**config.mk**
```make
export PLATFORM = sky130hd
export DESIGN_NAME = button_click_long_press_repeat
export DESIGN_NICKNAME = d
export VERILOG_FILES = /design/src/rtl/core/bclpr_pkg.sv /design/src/rtl/core/button_click_long_press_repeat.sv /design/src/rtl/core/bclpr_cfg.sv /design/src/rtl/core/bclpr_core.sv
export VERILOG_INCLUDE_DIRS = /design/src /design/src/rtl/core
export SDC_FILE = /design/constraint.sdc
export NUM_CORES = 1
export LEC_CHECK = 0
export BUFFER_PORTS_ARGS = -buffer_cell sky130_fd_sc_hd__buf_2
export CORE_MARGIN = 4
export CORE_UTILIZATION = 56
export DETAILED_ROUTE_END_ITERATION = 8
export PLACE_DENSITY = 0.82
export SYNTH_ARGS = -nofsm -noshare
export SYNTH_HDL_FRONTEND = slang
export SYNTH_SLANG_ARGS = --single-unit
```
**constraint.sdc**
```tcl
create_clock -name clk -period 5.3 [get_ports clk]
set_input_delay 1.06 -clock clk [delete_from_list [all_inputs] [get_ports clk]]
set_output_delay 1.06 -clock clk [all_outputs]
set_load 0.02 [all_outputs]
```
**src/rtl/core/button_click_long_press_repeat_macros.svh**
```systemverilog
// Assertion macros for the button click, long-press and repeat detector.
// Used by the top level only; no other dependencies.
`ifndef BUTTON_CLICK_LONG_PRESS_REPEAT_MACROS_SVH
`define BUTTON_CLICK_LONG_PRESS_REPEAT_MACROS_SVH

// The consequent must hold in the same cycle as the antecedent.
`define BCLPR_ASSERT_IMPLY(label, clk, rst_n, ante, cons) \
  label: assert property (@(posedge clk) disable iff (!rst_n) (ante) |-> (cons)) \
    else $error("implication failed");

// The expression must never be true outside reset.
`define BCLPR_ASSERT_NEVER(label, clk, rst_n, expr) \
  label: assert property (@(posedge clk) disable iff (!rst_n) !(expr)) \
    else $error("forbidden condition seen");

`endif

```
**src/rtl/core/bclpr_pkg.sv**
```systemverilog
// Shared types, constants and helper functions for the button detector.
// Used by every module of the block; depends on nothing.
`default_nettype none

package bclpr_pkg;

  localparam int TIME_BITS = 32;
  localparam int NOW_W     = 32;
  localparam int THR_W     = 16;
  localparam int CNT_W     = 8;
  localparam int CFG_IDX_W = 2;

  localparam logic [CNT_W-1:0] PRESS_MAX = {CNT_W{1'b1}};

  localparam logic [THR_W-1:0] CLICK_WINDOW_RST = 16'd300;
  localparam logic [THR_W-1:0] LONG_PRESS_RST   = 16'd1000;
  localparam logic [THR_W-1:0] REPEAT_RST       = 16'd100;

  typedef logic [TIME_BITS-1:0] time_t;

  typedef enum logic [CFG_IDX_W-1:0] {
    REG_ENABLED      = 2'd0,
    REG_CLICK_WINDOW = 2'd1,
    REG_LONG_PRESS   = 2'd2,
    REG_REPEAT       = 2'd3
  } cfg_reg_t;

  typedef struct packed {
    logic             enabled;
    logic [THR_W-1:0] click_window_ms;
    logic [THR_W-1:0] long_press_ms;
    logic [THR_W-1:0] repeat_ms;
  } cfg_t;

  typedef struct packed {
    logic             level;
    logic [NOW_W-1:0] now_ms;
  } sample_t;

  typedef struct packed {
    logic             changed;
    logic             pressed;
    logic [CNT_W-1:0] press_count;
    logic [CNT_W-1:0] click_total;
    logic             long_flag;
    logic             repeat_flag;
  } result_t;

  function automatic time_t to_time(logic [NOW_W-1:0] v);
    logic [TIME_BITS+NOW_W-1:0] ext;
    ext = {{TIME_BITS{1'b0}}, v};
    return ext[TIME_BITS-1:0];
  endfunction

  function automatic logic exceeds(time_t d, logic [THR_W-1:0] thr);
    logic [TIME_BITS+THR_W-1:0] a;
    logic [TIME_BITS+THR_W-1:0] b;
    a = {{THR_W{1'b0}}, d};
    b = {{TIME_BITS{1'b0}}, thr};
    return a > b;
  endfunction

endpackage

`default_nettype wire

```
**src/rtl/core/button_click_long_press_repeat.sv**
```systemverilog
// Top level of the button multi-click, long-press and repeat detector.
// Depends on bclpr_pkg, bclpr_cfg, bclpr_core and the assertion macro header.
//
// Usage: each request on the in_ channel is one sample of the active-low
// button level with the current millisecond time. Each request yields exactly
// one result on the out_ channel, in order. A request is taken when in_valid
// is high and in_stall is low; a result is taken when out_valid is high and
// out_stall is low. Configuration is written over the cfg_ channel, which is
// always ready; the user must write it only while no request is in flight;
// the block does not enforce this. A sample passes the input register, then
// the state update and the result register. Throughput is one sample per
// cycle while out_stall is low, set by the state update loop. in_stall rises
// only while both registers are full and out_stall is high; the stalled
// result holds. Synchronous reset empties both registers, restores the
// register defaults (enabled, 300, 1000 and 100 ms) and releases the detector.
`default_nettype none
`include "button_click_long_press_repeat_macros.svh"

module button_click_long_press_repeat (
  input  wire logic                            clk,
  input  wire logic                            rst_n,
  input  wire logic                            in_valid,
  output wire logic                            in_stall,
  input  wire logic                            in_level,
  input  wire logic [31:0]                     in_now_ms,
  output wire logic                            out_valid,
  input  wire logic                            out_stall,
  output wire logic                            out_changed,
  output wire logic                            out_pressed,
  output wire logic [7:0]                      out_press_count,
  output wire logic [7:0]                      out_click_total,
  output wire logic                            out_long_flag,
  output wire logic                            out_repeat_flag,
  input  wire logic                            cfg_valid,
  output wire logic                            cfg_ready,
  input  wire logic [bclpr_pkg::CFG_IDX_W-1:0] cfg_index,
  input  wire logic [15:0]                     cfg_data
);

  logic                in_vld_r, in_vld_nxt;
  bclpr_pkg::sample_t  in_smp_r;
  logic                out_vld_r, out_vld_nxt;
  bclpr_pkg::result_t  out_res_r;
  bclpr_pkg::result_t  res;
  bclpr_pkg::cfg_t     cfg;
  logic                in_take;
  logic                adv;

  assign cfg_ready = 1'b1;

  bclpr_cfg u_cfg (
    .clk      (clk),
    .rst_n    (rst_n),
    .wr_en    (cfg_valid),
    .wr_index (cfg_index),
    .wr_data  (cfg_data),
    .cfg      (cfg)
  );

  bclpr_core u_core (
    .clk   (clk),
    .rst_n (rst_n),
    .fire  (adv),
    .smp   (in_smp_r),
    .cfg   (cfg),
    .res   (res)
  );

  assign adv      = in_vld_r && (!out_vld_r || !out_stall);
  assign in_stall = in_vld_r && out_vld_r && out_stall;
  assign in_take  = in_valid && !in_stall;

  always_comb begin
    in_vld_nxt  = in_take || (in_vld_r && !adv);
    out_vld_nxt = adv || (out_vld_r && out_stall);
  end

  always_ff @(posedge clk) begin
    if (!rst_n) begin
      in_vld_r  <= 1'b0;
      out_vld_r <= 1'b0;
    end else begin
      in_vld_r  <= in_vld_nxt;
      out_vld_r <= out_vld_nxt;
    end
  end

  always_ff @(posedge clk) begin
    if (in_take) begin
      in_smp_r.level  <= in_level;
      in_smp_r.now_ms <= in_now_ms;
    end
    if (adv) begin
      out_res_r <= res;
    end
  end

  assign out_valid       = out_vld_r;
  assign out_changed     = out_res_r.changed;
  assign out_pressed     = out_res_r.pressed;
  assign out_press_count = out_res_r.press_count;
  assign out_click_total = out_res_r.click_total;
  assign out_long_flag   = out_res_r.long_flag;
  assign out_repeat_flag = out_res_r.repeat_flag;

  `BCLPR_ASSERT_IMPLY(a_click_changed, clk, rst_n, out_valid && (out_click_total != 8'd0), out_changed)
  `BCLPR_ASSERT_IMPLY(a_repeat_long, clk, rst_n, out_valid && out_repeat_flag, out_long_flag)
  `BCLPR_ASSERT_IMPLY(a_long_held, clk, rst_n, out_valid && out_long_flag, out_pressed)
  `BCLPR_ASSERT_NEVER(a_stall_empty, clk, rst_n, in_stall && !out_valid)

endmodule

`default_nettype wire

```
**src/rtl/core/bclpr_cfg.sv**
```systemverilog
// Configuration register file of the button detector.
// Depends on bclpr_pkg for the register codes and the cfg_t bundle.
`default_nettype none

module bclpr_cfg (
  input  wire logic                            clk,
  input  wire logic                            rst_n,
  input  wire logic                            wr_en,
  input  wire logic [bclpr_pkg::CFG_IDX_W-1:0] wr_index,
  input  wire logic [bclpr_pkg::THR_W-1:0]     wr_data,
  output bclpr_pkg::cfg_t                      cfg
);

  bclpr_pkg::cfg_t cfg_r;
  bclpr_pkg::cfg_t cfg_nxt;

  always_comb begin
    cfg_nxt = cfg_r;
    if (wr_en) begin
      case (bclpr_pkg::cfg_reg_t'(wr_index))
        bclpr_pkg::REG_ENABLED:      cfg_nxt.enabled         = wr_data[0];
        bclpr_pkg::REG_CLICK_WINDOW: cfg_nxt.click_window_ms = wr_data;
        bclpr_pkg::REG_LONG_PRESS:   cfg_nxt.long_press_ms   = wr_data;
        bclpr_pkg::REG_REPEAT:       cfg_nxt.repeat_ms       = wr_data;
        default:                     cfg_nxt = cfg_r;
      endcase
    end
  end

  always_ff @(posedge clk) begin
    if (!rst_n) begin
      cfg_r.enabled         <= 1'b1;
      cfg_r.click_window_ms <= bclpr_pkg::CLICK_WINDOW_RST;
      cfg_r.long_press_ms   <= bclpr_pkg::LONG_PRESS_RST;
      cfg_r.repeat_ms       <= bclpr_pkg::REPEAT_RST;
    end else begin
      cfg_r <= cfg_nxt;
    end
  end

  assign cfg = cfg_r;

endmodule

`default_nettype wire

```
**src/rtl/core/bclpr_core.sv**
```systemverilog
// Detector state and its single-pass update for one registered sample.
// Depends on bclpr_pkg for types and the wrapping time helpers.
`default_nettype none

module bclpr_core (
  input  wire logic        clk,
  input  wire logic        rst_n,
  input  wire logic        fire,
  input  wire bclpr_pkg::sample_t smp,
  input  wire bclpr_pkg::cfg_t    cfg,
  output bclpr_pkg::result_t res
);

  logic                        last_level_r, last_level_nxt;
  bclpr_pkg::time_t            hold_start_r, hold_start_nxt;
  bclpr_pkg::time_t            window_start_r, window_start_nxt;
  logic [bclpr_pkg::CNT_W-1:0] presses_r, presses_nxt;
  logic                        long_r, long_nxt;
  logic                        repeat_r, repeat_nxt;

  bclpr_pkg::time_t            now_t;
  bclpr_pkg::time_t            win_elapsed;
  bclpr_pkg::time_t            hold_elapsed;
  logic                        click_fin;
  logic [bclpr_pkg::CNT_W-1:0] presses_a;
  logic [bclpr_pkg::CNT_W-1:0] total;
  logic                        changed;

  always_comb begin
    now_t            = bclpr_pkg::to_time(smp.now_ms);
    win_elapsed      = now_t - window_start_r;
    hold_elapsed     = now_t - hold_start_r;
    last_level_nxt   = last_level_r;
    hold_start_nxt   = hold_start_r;
    window_start_nxt = window_start_r;
    presses_nxt      = presses_r;
    long_nxt         = long_r;
    repeat_nxt       = repeat_r;
    click_fin        = 1'b0;
    presses_a        = presses_r;
    total            = '0;
    changed          = 1'b0;
    if (cfg.enabled) begin
      last_level_nxt = smp.level;
      click_fin = (presses_r != '0) && bclpr_pkg::exceeds(win_elapsed, cfg.click_window_ms);
      if (click_fin) begin
        total     = presses_r;
        presses_a = '0;
        changed   = 1'b1;
      end
      presses_nxt = presses_a;
      if (smp.level) begin
        hold_start_nxt = '0;
        long_nxt       = 1'b0;
        repeat_nxt     = 1'b0;
        if (!last_level_r) begin
          changed = 1'b1;
        end
      end else if (last_level_r) begin
        hold_start_nxt = now_t;
        if (presses_a != bclpr_pkg::PRESS_MAX) begin
          presses_nxt = presses_a + 1'b1;
        end
        if (presses_nxt == {{(bclpr_pkg::CNT_W-1){1'b0}}, 1'b1}) begin
          window_start_nxt = now_t;
        end
        changed = 1'b1;
      end else if (!long_r) begin
        if (bclpr_pkg::exceeds(hold_elapsed, cfg.long_press_ms)) begin
          long_nxt       = 1'b1;
          hold_start_nxt = now_t;
          changed        = 1'b1;
        end
      end else if (bclpr_pkg::exceeds(hold_elapsed, cfg.repeat_ms)) begin
        repeat_nxt     = 1'b1;
        hold_start_nxt = now_t;
        changed        = 1'b1;
      end
    end
    res.changed     = changed;
    res.pressed     = ~last_level_nxt;
    res.press_count = presses_nxt;
    res.click_total = total;
    res.long_flag   = long_nxt;
    res.repeat_flag = repeat_nxt;
  end

  always_ff @(posedge clk) begin
    if (!rst_n) begin
      last_level_r   <= 1'b1;
      hold_start_r   <= '0;
      window_start_r <= '0;
      presses_r      <= '0;
      long_r         <= 1'b0;
      repeat_r       <= 1'b0;
    end else if (fire) begin
      last_level_r   <= last_level_nxt;
      hold_start_r   <= hold_start_nxt;
      window_start_r <= window_start_nxt;
      presses_r      <= presses_nxt;
      long_r         <= long_nxt;
      repeat_r       <= repeat_nxt;
    end
  end

endmodule

`default_nettype wire

```
# --- After elaboration in Yosys (flattened, before gate mapping) ---
# Index checks and enable logic that the tools add are counted.
word_totals:
  elab_cells: 90
  regBits: 179
  output_inout_bits: 23
  input_bits: 56
classes:
  eq_ne: 6
  bitwise_logic: 2
  n_reduce_logical: 24
  order_cmp: 3
  muxes: 32
  addsub: 3
ops:
  columns: ["cell", "n"]
  rows:
  - ["32-bit two-way mux", 5]
  - ["32-bit by 16-bit greater-than comparator with 1-bit output", 3]
  - ["8-bit two-way mux", 9]
  - ["32-bit subtractor", 2]
  - ["1-bit two-way mux", 18]
  - ["2-bit AND reduction", 5]
  - ["8-bit by 1-bit adder with 8-bit output, second input constant", 1]
  - ["8-bit by 1-bit equality test with 1-bit output, second input constant", 1]
  - ["8-bit != test, second input constant", 1]
  - ["8-bit nonzero test", 1]
  - ["1-bit logical AND", 7]
  - ["5-bit AND reduction", 1]
  - ["2-bit equality test, second input constant", 2]
  - ["1-bit logical NOT", 4]
  - ["4-bit by 3-bit != test with 1-bit output, second input constant", 1]
  - ["4-bit AND reduction", 1]
  - ["4-bit nonzero test", 1]
  - ["1-bit logical OR", 3]
  - ["2-bit by 1-bit equality test with 1-bit output, second input constant", 1]
  - ["2-bit logical NOT", 1]
  - ["1-bit NOT", 2]

# --- Logic depth before layout (Yosys ltp) ---
# Gate-level depths: netlist of the first run.
depth:
  word_depth: 13
  depth_mapped: 30
  ltp_nobuf: 28

# --- Cells and area by module ---
# From an unflattened synthesis of the first run, not the netlist that was laid out.
hier_totals:
  hier_cells: 1451
  hier_area_um2: 12423.2
by_module_without_submodules:
  columns: ["mod", "cells_each", "n_inst", "seq_area_each_um2", "area_per_inst_um2"]
  rows:
  - ["bclpr_core", 1196, 1, 1501.4, 8804.7]
  - ["bclpr_cfg", 192, 1, 980.9, 1931.9]
  - ["button_click_long_press_repeat", 63, 1, 1631.6, 1686.6]

# --- Least setup slack after synthesis of the first run ---
# No wires, ideal clock.
synth_timing:
  path_type: "register -> register"
  start: "reg in_smp_r[0] in the netlist's numbering"
  end: "reg u_core.window_start_r[21]"
  slack_ps: -194
  period_less_slack_ps: 5494
  path_stages_with_launch: 31
  n_path_buf: 2
  arrival_time_ps: 5423
  setup_time_ps: 72
  required_time_ps: 5228
  path_cell_list: "edfxtp_1 -> inv_1 -> ha_1 -> fa_1 -> nand2b_1 -> a21o_1 -> a21o_1 -> o21ai_0 -> a21oi_1 -> xnor2_1 -> ha_1 -> nand2_1 -> nor2_1 -> nand2_1 -> o22ai_1 -> o32ai_1 -> nor4b_1 -> nand3_1 -> nor4b_4 -> buf_6 -> and2_1 -> ha_1 -> and3_1 -> and2_1 -> nand4_1 -> nand3_1 -> o21ai_0 -> nand4_1 -> a2bb2oi_2 -> buf_4 -> mux2i_1"
synth_via:
  elab_chain_cells: 12
  word_cells_on_any_way: 13
  cone_classes: "add/sub: 2; order compare: 1; eq/ne: 2; mux: 6; reduce/logical: 2"
synth_rtl:
  columns: ["element", "line", "source"]
  rows:
  - ["start, declared", "button_click_long_press_repeat.sv:41", "bclpr_pkg::sample_t in_smp_r;"]
  - ["32-bit subtractor (*)", "bclpr_core.sv:31", "win_elapsed = now_t - window_start_r;"]
  - ["32-bit by 16-bit greater-than comparator with 1-bit output (*)", "bclpr_pkg.sv:60", "return a > b;"]
  - ["1-bit logical AND (*)", "bclpr_core.sv:45", "click_fin = (presses_r != '0) && bclpr_pkg::exceeds(win_elapsed, cfg.click_window_ms);"]
  - ["8-bit two-way mux (*)", "bclpr_core.sv:46", "if (click_fin) begin"]
  - ["8-bit two-way mux (*)", "bclpr_core.sv:43", "if (cfg.enabled) begin"]
  - ["8-bit by 1-bit adder with 8-bit output or 8-bit != test (tied branches)", "bclpr_core.sv:62, bclpr_core.sv:61", null]
  - ["8-bit two-way mux (*)", "bclpr_core.sv:61", "if (presses_a != bclpr_pkg::PRESS_MAX) begin"]
  - ["8-bit two-way mux (*)", "bclpr_core.sv:59", "end else if (last_level_r) begin"]
  - ["8-bit two-way mux (*)", "bclpr_core.sv:52", "if (smp.level) begin"]
  - ["8-bit two-way mux (*)", "bclpr_core.sv:43", null]
  - ["8-bit by 1-bit equality test with 1-bit output (*)", "bclpr_core.sv:64", "if (presses_nxt == {{(bclpr_pkg::CNT_W-1){1'b0}}, 1'b1}) begin"]
  - ["5-bit AND reduction (no source line) (*)", null, null]
  - ["end signal, assigned", "bclpr_core.sv:99", "window_start_r <= window_start_nxt;"]
  - ["end, declared", "bclpr_core.sv:16", "bclpr_pkg::time_t window_start_r, window_start_nxt;"]
# Mark *: on every way between the ends. The rest lies on a longest branch, timed or not. The select of a mux whose other input is x is not followed.
# A chain may end at the register's enable or synchronous reset.

# --- Worst setup path in the final report of the first run ---
layout_timing:
  start: "reg in_smp_r[2] in the netlist's numbering"
  end: "reg u_core.window_start_r[6]"
# The elaborated chain is that of the path after synthesis.

==> impl_metrics.csv, run 1 <==
group,metric,value,unit
cts,clk_latency,0.44,ns
die,die_y,157.4,um
power,switching_share,33.49,%
global_route,grt.total_usage,28.41,%
sta,max_freq,179.0,MHz
sta,fin_tns_setup,-8.530,ns
yosys,ys.flop_type,"dfxtp_1",
die,die_width,157.4,um
place,hpwl,25980,um
sta,worst_slack,-0.2852,ns
critical_path,critPathBufInv,3,
place,portBuffers,77,
detailed_routing,wirelength,35830,um
sta,setup_violations,41,
final_layout,drive_gt1_share,18.60,%
cts,clk_pin_slew,0.08,ns
detailed_routing,vias,11909,
cts,cts_tree,"built",
power,power.internal,2.547,mW
status,violations,"negative setup slack",
critical_path,end_kind,"flip-flop",
sta,drv_slew,0,
run,maxCapViolCount,0,
detailed_routing,route.detailed.wl_per_inst,18.21,um
global_route,grt_overflow,0,
yosys,syn-cell-area,12500,um^2
cts,htreeDepth,4,
sta,relSlewSlack,29.89,%
global_route,grt_pass1_vias,11148,
cts,cts_buffers,17,
critical_path,critPathMaxStageDelay,0.44,ns
yosys,postSynth.asyncResetShare,0,%
critical_path,cp_max_fo,7,
die,io_pins,79,
min_path,hp-class,"flip-flop to flip-flop",
yosys,yosysWarnings,0,
critical_path,cpMaxStageDelayCell,"edfxtp_1",
yosys,synth_fp_nets,1707,
global_route,grt_pass1_wl,56940,um
final_layout,final_common_cell,"nand2_1",
sta,hold_viol_final,0,
critical_path,crit_required,5.66,ns
final_layout,antenna_cells,0,
yosys,synth_edf_count,53,
critical_path,cp.arrival,5.94,ns
power,power.switching,1.282,mW
place,dpl_worst_slack,-0.3136,ns
final_layout,area_growth,18.63,%
sta,finalClockSkew,0.01361,ns
sta,worstMarginPinSlew,1.052,ns
critical_path,worst_setup_path_start_kind,"flip-flop",
die,std_cell_rows,54,
detailed_routing,drt_first_pass_iters,9,
power,p_clk_share,34.4,%
detailed_routing,vias_per_cell,6.051,
power,power_frac_comb,26.4,%
detailed_routing,drt_iter0_drc,1165,
final_layout,most-common-layout-cells,"nand2_1, a21oi_1, dfxtp_1",
detailed_routing,ant_nets,0,
sta,whs,0.4584,ns
sta,finalCriticalPeriod,5.585,ns
global_route,antenna_found_initial,0,
power,power_density,258.1,nW/um^2
die,core_area,21890,um^2
power,power.leakage,5.993,nW
yosys,seq_area_frac_synth,32.90,%
sta,post-route-period-util,105.4,%
detailed_routing,drc_errors,0,
cts,cts_root_buf,"clkbuf_16",
yosys,ys_ff_latch,179,
final_layout,nNetsFinal,1844,
die,die_area,24780,um^2
die,start_util,57.12,%
cts,clockBufferDepth,2,
power,seq_power_share,39.2,%
cts,cts_sinks,179,
critical_path,path_delay_family,"simple AND/OR/NAND/NOR gates",
power,irDropWorstVdd,0.2265,mV
critical_path,critPathKind,"flip-flop to flip-flop",
yosys,synthDistinctLibCells,86,
sta,rsz0062_at_grt,"yes",
place,gp_congestion,0.9407,
status,outcome,"finished, violations left",
global_route,grt_max_degree,84,
yosys,post_synth.cell_area_avg,8.130,um^2
yosys,synth_cells,1538,
-- repair_timing --
item | 4_1_cts | 5_1_grt
resized for setup | 37 | 30
gates cloned | 3 | 1
hold endpoints to repair | 0 | 0
buffers inserted | 8 | 7
endpoints found under the setup margin | 41 | 79
hold buffers | 0 | 0
pin swaps | 9 | 26
-- metrics by stage --
step                      instances  utilization [%]  power, mW  area, um^2
after global routing           1968            67.76      4.001       14830
after detailed placement       1917            62.69      2.450       13720
after floorplan                1538                -      2.162       12560
final                          1968            67.76      3.829       14830
after CTS                      1960            66.81      3.787       14630
after global placement         1917            62.69      2.426       13720
-- power by group through the flow --
stage	Sequential, mW	Clock [mW]	Combinational (mW)
2_1_floorplan	1.53	0	0.628
3_3_place_gp	1.53	0	0.897
3_5_place_dp	1.53	0	0.919
4_1_cts	1.50	1.32	0.966
5_1_grt	1.51	1.39	1.11
6_report	1.50	1.32	1.01
-- per-layer routing --
layer  up-vias  global-route usage [%]  routed length [um]
met3        77                   4.179                2427
met5         -                       0                   0
met4         0                   9.545                1072
li1       5725                       -                   -
met1      5598                   38.39               15350
met2       509                   46.86               16980
-- registers in the layout (all words and copies together), names as in the netlist, 8 cells and up --
| name | cells |
|---|---|
| u_core.hold_start_r | 32 |
| in_smp_r | 33 |
| u_cfg.cfg | 49 |
| u_core.window_start_r | 32 |
| out_click_total | 8 |
| u_core.presses_r | 8 |
| out_press_count | 8 |
-- cells by family (layout without fill, tap and decap cells) --
logic type / count (synthesis) / in the layout / share of synthesized area (%)
AOI/OAI and AO/OA: 397 / 397 / 20.28
xor gates and xnor gates: 36 / 36 / 2.521
adders and majority gates: 113 / 113 / 11.43
buffers and inverters: 195 / 345 / 6.204
DFF: 179 / 179 / 32.90
muxes: 45 / 45 / 3.642
other: 1 / 1 / 0.02999
and+or+nand+nor: 572 / 572 / 22.99
-- final cells by class --
type,count,area (um^2)
multi-input cells,1164,7940
fillers,1708,7057
flip-flops and latches,179,4115
repair buffers,186,1334
inverters,127,476.7
clock buffers,18,439.2
well taps,280,350.3
clock inverters,14,178.9
-- tightest hold or removal path: cells and delay by family, from the launching register on --
family	cells	cell delay, ns
and+or+nand+nor	1	0.05
DFF	1	0.32
AOI/OAI and AO/OA	1	0.05
-- final timing paths --
kind / startpoint / end / slack, ns / cells past startpoint
hold reg to reg: u_cfg.cfg[14]$_SDFFE_PN0P_ / u_cfg.cfg[14]$_SDFFE_PN0P_ / 0.46 / 2
setup reg to reg: in_smp_r[2]$_DFFE_PP_ / u_core.window_start_r[6]$_SDFFE_PN0P_ / -0.29 / 29
hold / removal: u_cfg.cfg[14]$_SDFFE_PN0P_ / u_cfg.cfg[14]$_SDFFE_PN0P_ / 0.46 / 2
setup / recovery: in_smp_r[2]$_DFFE_PP_ / u_core.window_start_r[6]$_SDFFE_PN0P_ / -0.29 / 29
-- synth_stat cells (29+ instances only) --
cell        n  area (um^2)
o21ai_0    61        305.3
inv_1     126        473.0
nor2_1     72        270.3
nand2_1   242        908.4
nand3_1    29        145.1
clkbuf_1   50        187.7
dfxtp_1   126         2522
mux2i_1    41        410.4
nand2b_1   53        331.6
ha_1      111         1389
nand3b_1   34        255.2
edfxtp_1   53         1592
a21oi_1   159        795.8
No activity file was read; power rests on OpenSTA's default activity.
==> inputs of run 2 (changes only) <==
Settings changed: ABC_AREA set to 1, CORE_ASPECT_RATIO set to 1.1, CORE_UTILIZATION 56 to 57, PLACE_DENSITY 0.82 to 0.83.
==> impl_metrics.csv, run 2 <==
group,metric,value,unit
cts,cts_root_buf,"clkbuf_16",
global_route,grt_pass1_vias,12703,
min_path,hp-class,"flip-flop to flip-flop",
final_layout,drive_gt1_share,11.43,%
detailed_routing,drt_iter0_drc,1249,
critical_path,critPathKind,"flip-flop to flip-flop",
status,outcome,"completed",
detailed_routing,drt_first_pass_iters,5,
run,maxCapViolCount,0,
global_route,grt_pass1_wl,62740,um
yosys,synth_most_common_cell,"nand2_1",
cts,htreeDepth,4,
yosys,synth_cells,1999,
critical_path,cpMaxStageDelayCell,"edfxtp_1",
die,core_area,22860,um^2
sta,max_freq,195.5,MHz
critical_path,worst_setup_path_start_kind,"flip-flop",
die,die_y,167.7,um
final_layout,antenna_cells,0,
die,io_pins,79,
yosys,synthDistinctLibCells,50,
cts,clk_latency,0.46,ns
critical_path,cp_max_fo,8,
power,power.internal,2.675,mW
yosys,yosysTopAreaCell,"dfxtp_1",
cts,clockBufferDepth,2,
power,p_clk_share,32.0,%
global_route,grt_overflow,0,
power,switching_share,35.56,%
yosys,postSynth.asyncResetShare,0,%
yosys,synth_edf_count,53,
sta,setup_violations,0,
global_route,grt_max_degree,87,
power,irDropWorstVdd,0.2227,mV
final_layout,final_common_cell,"nand2_1",
critical_path,end_kind,"flip-flop",
sta,worstMarginPinSlew,0.8759,ns
final_layout,largest_register_ffs,49,
cts,cts_tree,"built",
sta,post-route-period-util,96.49,%
yosys,yosysTopAreaCellShare,19.08,%
min_path,min_delay_path_depth,2,
detailed_routing,wirelength,40540,um
cts,hold_buffers,0,
critical_path,crit_required,5.64,ns
sta,finalCriticalPeriod,5.114,ns
critical_path,cp.arrival,5.45,ns
critical_path,reg2reg_from,"in_smp_r[11]$_DFFE_PP_",
power,seq_power_share,37.2,%
yosys,ys.flop_type,"dfxtp_1",
yosys,post_synth.cell_area_avg,6.614,um^2
power,power.switching,1.476,mW
critical_path,cpMostUsedCell,"nand2_1",
critical_path,reg2reg_depth,42,
cts,cts_sinks,179,
yosys,ys_ff_latch,179,
yosys,yosysWarnings,0,
detailed_routing,vias_per_cell,5.623,
cts,clk_pin_slew,0.07,ns
power,power.leakage,7.285,nW
final_layout,final_core_util,66.06,%
final_layout,most-common-layout-cells,"nand2_1, inv_1, nor2_1",
final_layout,area_growth,14.22,%
power,power_frac_comb,30.7,%
min_path,hp-start,"u_core.hold_start_r[27]$_SDFFE_PN0P_",
critical_path,critPathMaxStageDelay,0.50,ns
detailed_routing,vias,13496,
die,die_area,25700,um^2
power,power_density,274.9,nW/um^2
place,hpwl,30150,um
global_route,antenna_found_initial,0,
cts,cts_buffers,17,
yosys,seq_area_frac_synth,31.12,%
die,start_util,57.84,%
yosys,synth_fp_nets,2168,
sta,relSlewSlack,41.61,%
critical_path,worstReg2RegEnd,"u_core.window_start_r[10]$_SDFFE_PN0P_",
detailed_routing,drc_errors,0,
place,gp_congestion,0.9819,
critical_path,rrSetupSlack,0.19,ns
min_path,min_to,"u_core.hold_start_r[27]$_SDFFE_PN0P_",
sta,finalClockSkew,0.02222,ns
yosys,synth_area_leaders,"dfxtp_1, nand2_1, edfxtp_1",
detailed_routing,route.detailed.wl_per_inst,16.89,um
sta,drv_slew,0,
yosys,synth_commonest_cells,"nand2_1, inv_1, nor2_1",
detailed_routing,ant_nets,0,
die,die_width,153.2,um
place,portBuffers,77,
sta,hold_viol_final,0,
sta,whs,0.4638,ns
yosys,syn-cell-area,13220,um^2
global_route,grt.total_usage,29.87,%
die,std_cell_rows,58,
final_layout,nNetsFinal,2257,
-- run 2: cell count changes after synthesis, moves of 15 or more --
cell,delta
and3_1,-15
nand4_1,+33
nor2b_1,-16
inv_1,+234
nand3_1,+94
nor2_1,+149
mux2i_1,-41
nand2_1,+249
nand3b_1,-30
nand2b_1,-53
-- run 2: worst max path at each step --
| stage | start | endpoint | slack [ns] | cells past startpoint |
|---|---|---|---|---|
| finish | in_smp_r[11]$_DFFE_PP_ | u_core.window_start_r[10]$_SDFFE_PN0P_ | 0.19 | 42 |
| global route | in_smp_r[11]$_DFFE_PP_ | u_core.window_start_r[10]$_SDFFE_PN0P_ | -0.16 | 42 |
| CTS | in_smp_r[0]$_DFFE_PP_ | u_core.window_start_r[28]$_SDFFE_PN0P_ | 0.02 | 45 |
| detailed placement | in_smp_r[0]$_DFFE_PP_ | u_core.window_start_r[17]$_SDFFE_PN0P_ | -0.12 | 38 |
| global placement | in_smp_r[0]$_DFFE_PP_ | u_core.window_start_r[29]$_SDFFE_PN0P_ | 0.04 | 42 |
| floorplan | in_smp_r[0]$_DFFE_PP_ | u_core.window_start_r[22]$_SDFFE_PN0P_ | 0.72 | 41 |
-- run 2: metal layers --
metal  wire [um]  vias up  track usage [%]  share of wire [%]
met1       15650     6146            36.18                 39
met2       19430      611            51.80                 48
met3        3135      148            4.652                7.7
met5           0        -                0                  0
li1            -     6591                -                  -
met4        2325        0            14.34                5.7
-- run 2: kinds of logic (layout without fill, tap and decap cells) --
kind of cell,after synthesis,count (layout),share of synthesized area [%]
compound gates,289,289,12.13
flops,179,179,31.12
fa+ha+maj,113,113,10.81
other cells,1,1,0.02836
xor+xnor,44,44,2.915
buf+inv,422,522,12.44
simple gates,951,952,30.56
-- run 2: power groups by stage --
stage               Clock [mW]  Sequential [mW]  Combinational [mW]
finish                    1.33             1.55                1.28
floorplan                    0             1.56               0.833
CTS                       1.32             1.54                1.16
global route              1.40             1.55                1.42
detailed placement           0             1.57                1.14
global placement             0             1.57                1.12
-- run 2: what timing repair did --
action / 4_1_cts / 5_1_grt
hold endpoints to repair: 0 / 0
cloned: 1 / 3
resized for setup: 2 / 58
endpoints found under the setup margin: 32 / 44
pin swaps: 2 / 17
setup buffers: 2 / 19
-- run 2: critical path: cells and delay by family, from the launching register on --
| kind | cells | cell delay [ns] |
|---|---|---|
| DFF | 1 | 0.50 |
| xor gates and xnor gates | 1 | 0.21 |
| and+or+nand+nor | 33 | 2.92 |
| adders and majority gates | 3 | 0.75 |
| buffers and inverters | 5 | 0.60 |
-- run 2: stage by stage --
stage               total power [mW]  instances  cell area [um^2]  setup WS [ns]  setup TNS [ns]
floorplan                      2.395       1999             13220         0.7217               0
global placement               2.688       2344             13910        0.04394               0
detailed placement             2.714       2344             13910        -0.1171          -2.871
CTS                            4.028       2378             14580        0.01760               0
global route                   4.365       2400             15100        -0.1590          -2.567
finish                         4.152       2400             15100         0.1861               0
-- run 2: final cells by class --
class / count / area [um^2]
inverters: 368 / 1381
repair buffers: 123 / 835.8
fillers: 1972 / 7757
flip-flops and latches: 179 / 4114
multi-input cells: 1399 / 7787
well taps: 300 / 375.4
clock buffers: 18 / 439.2
clock inverters: 13 / 168.9
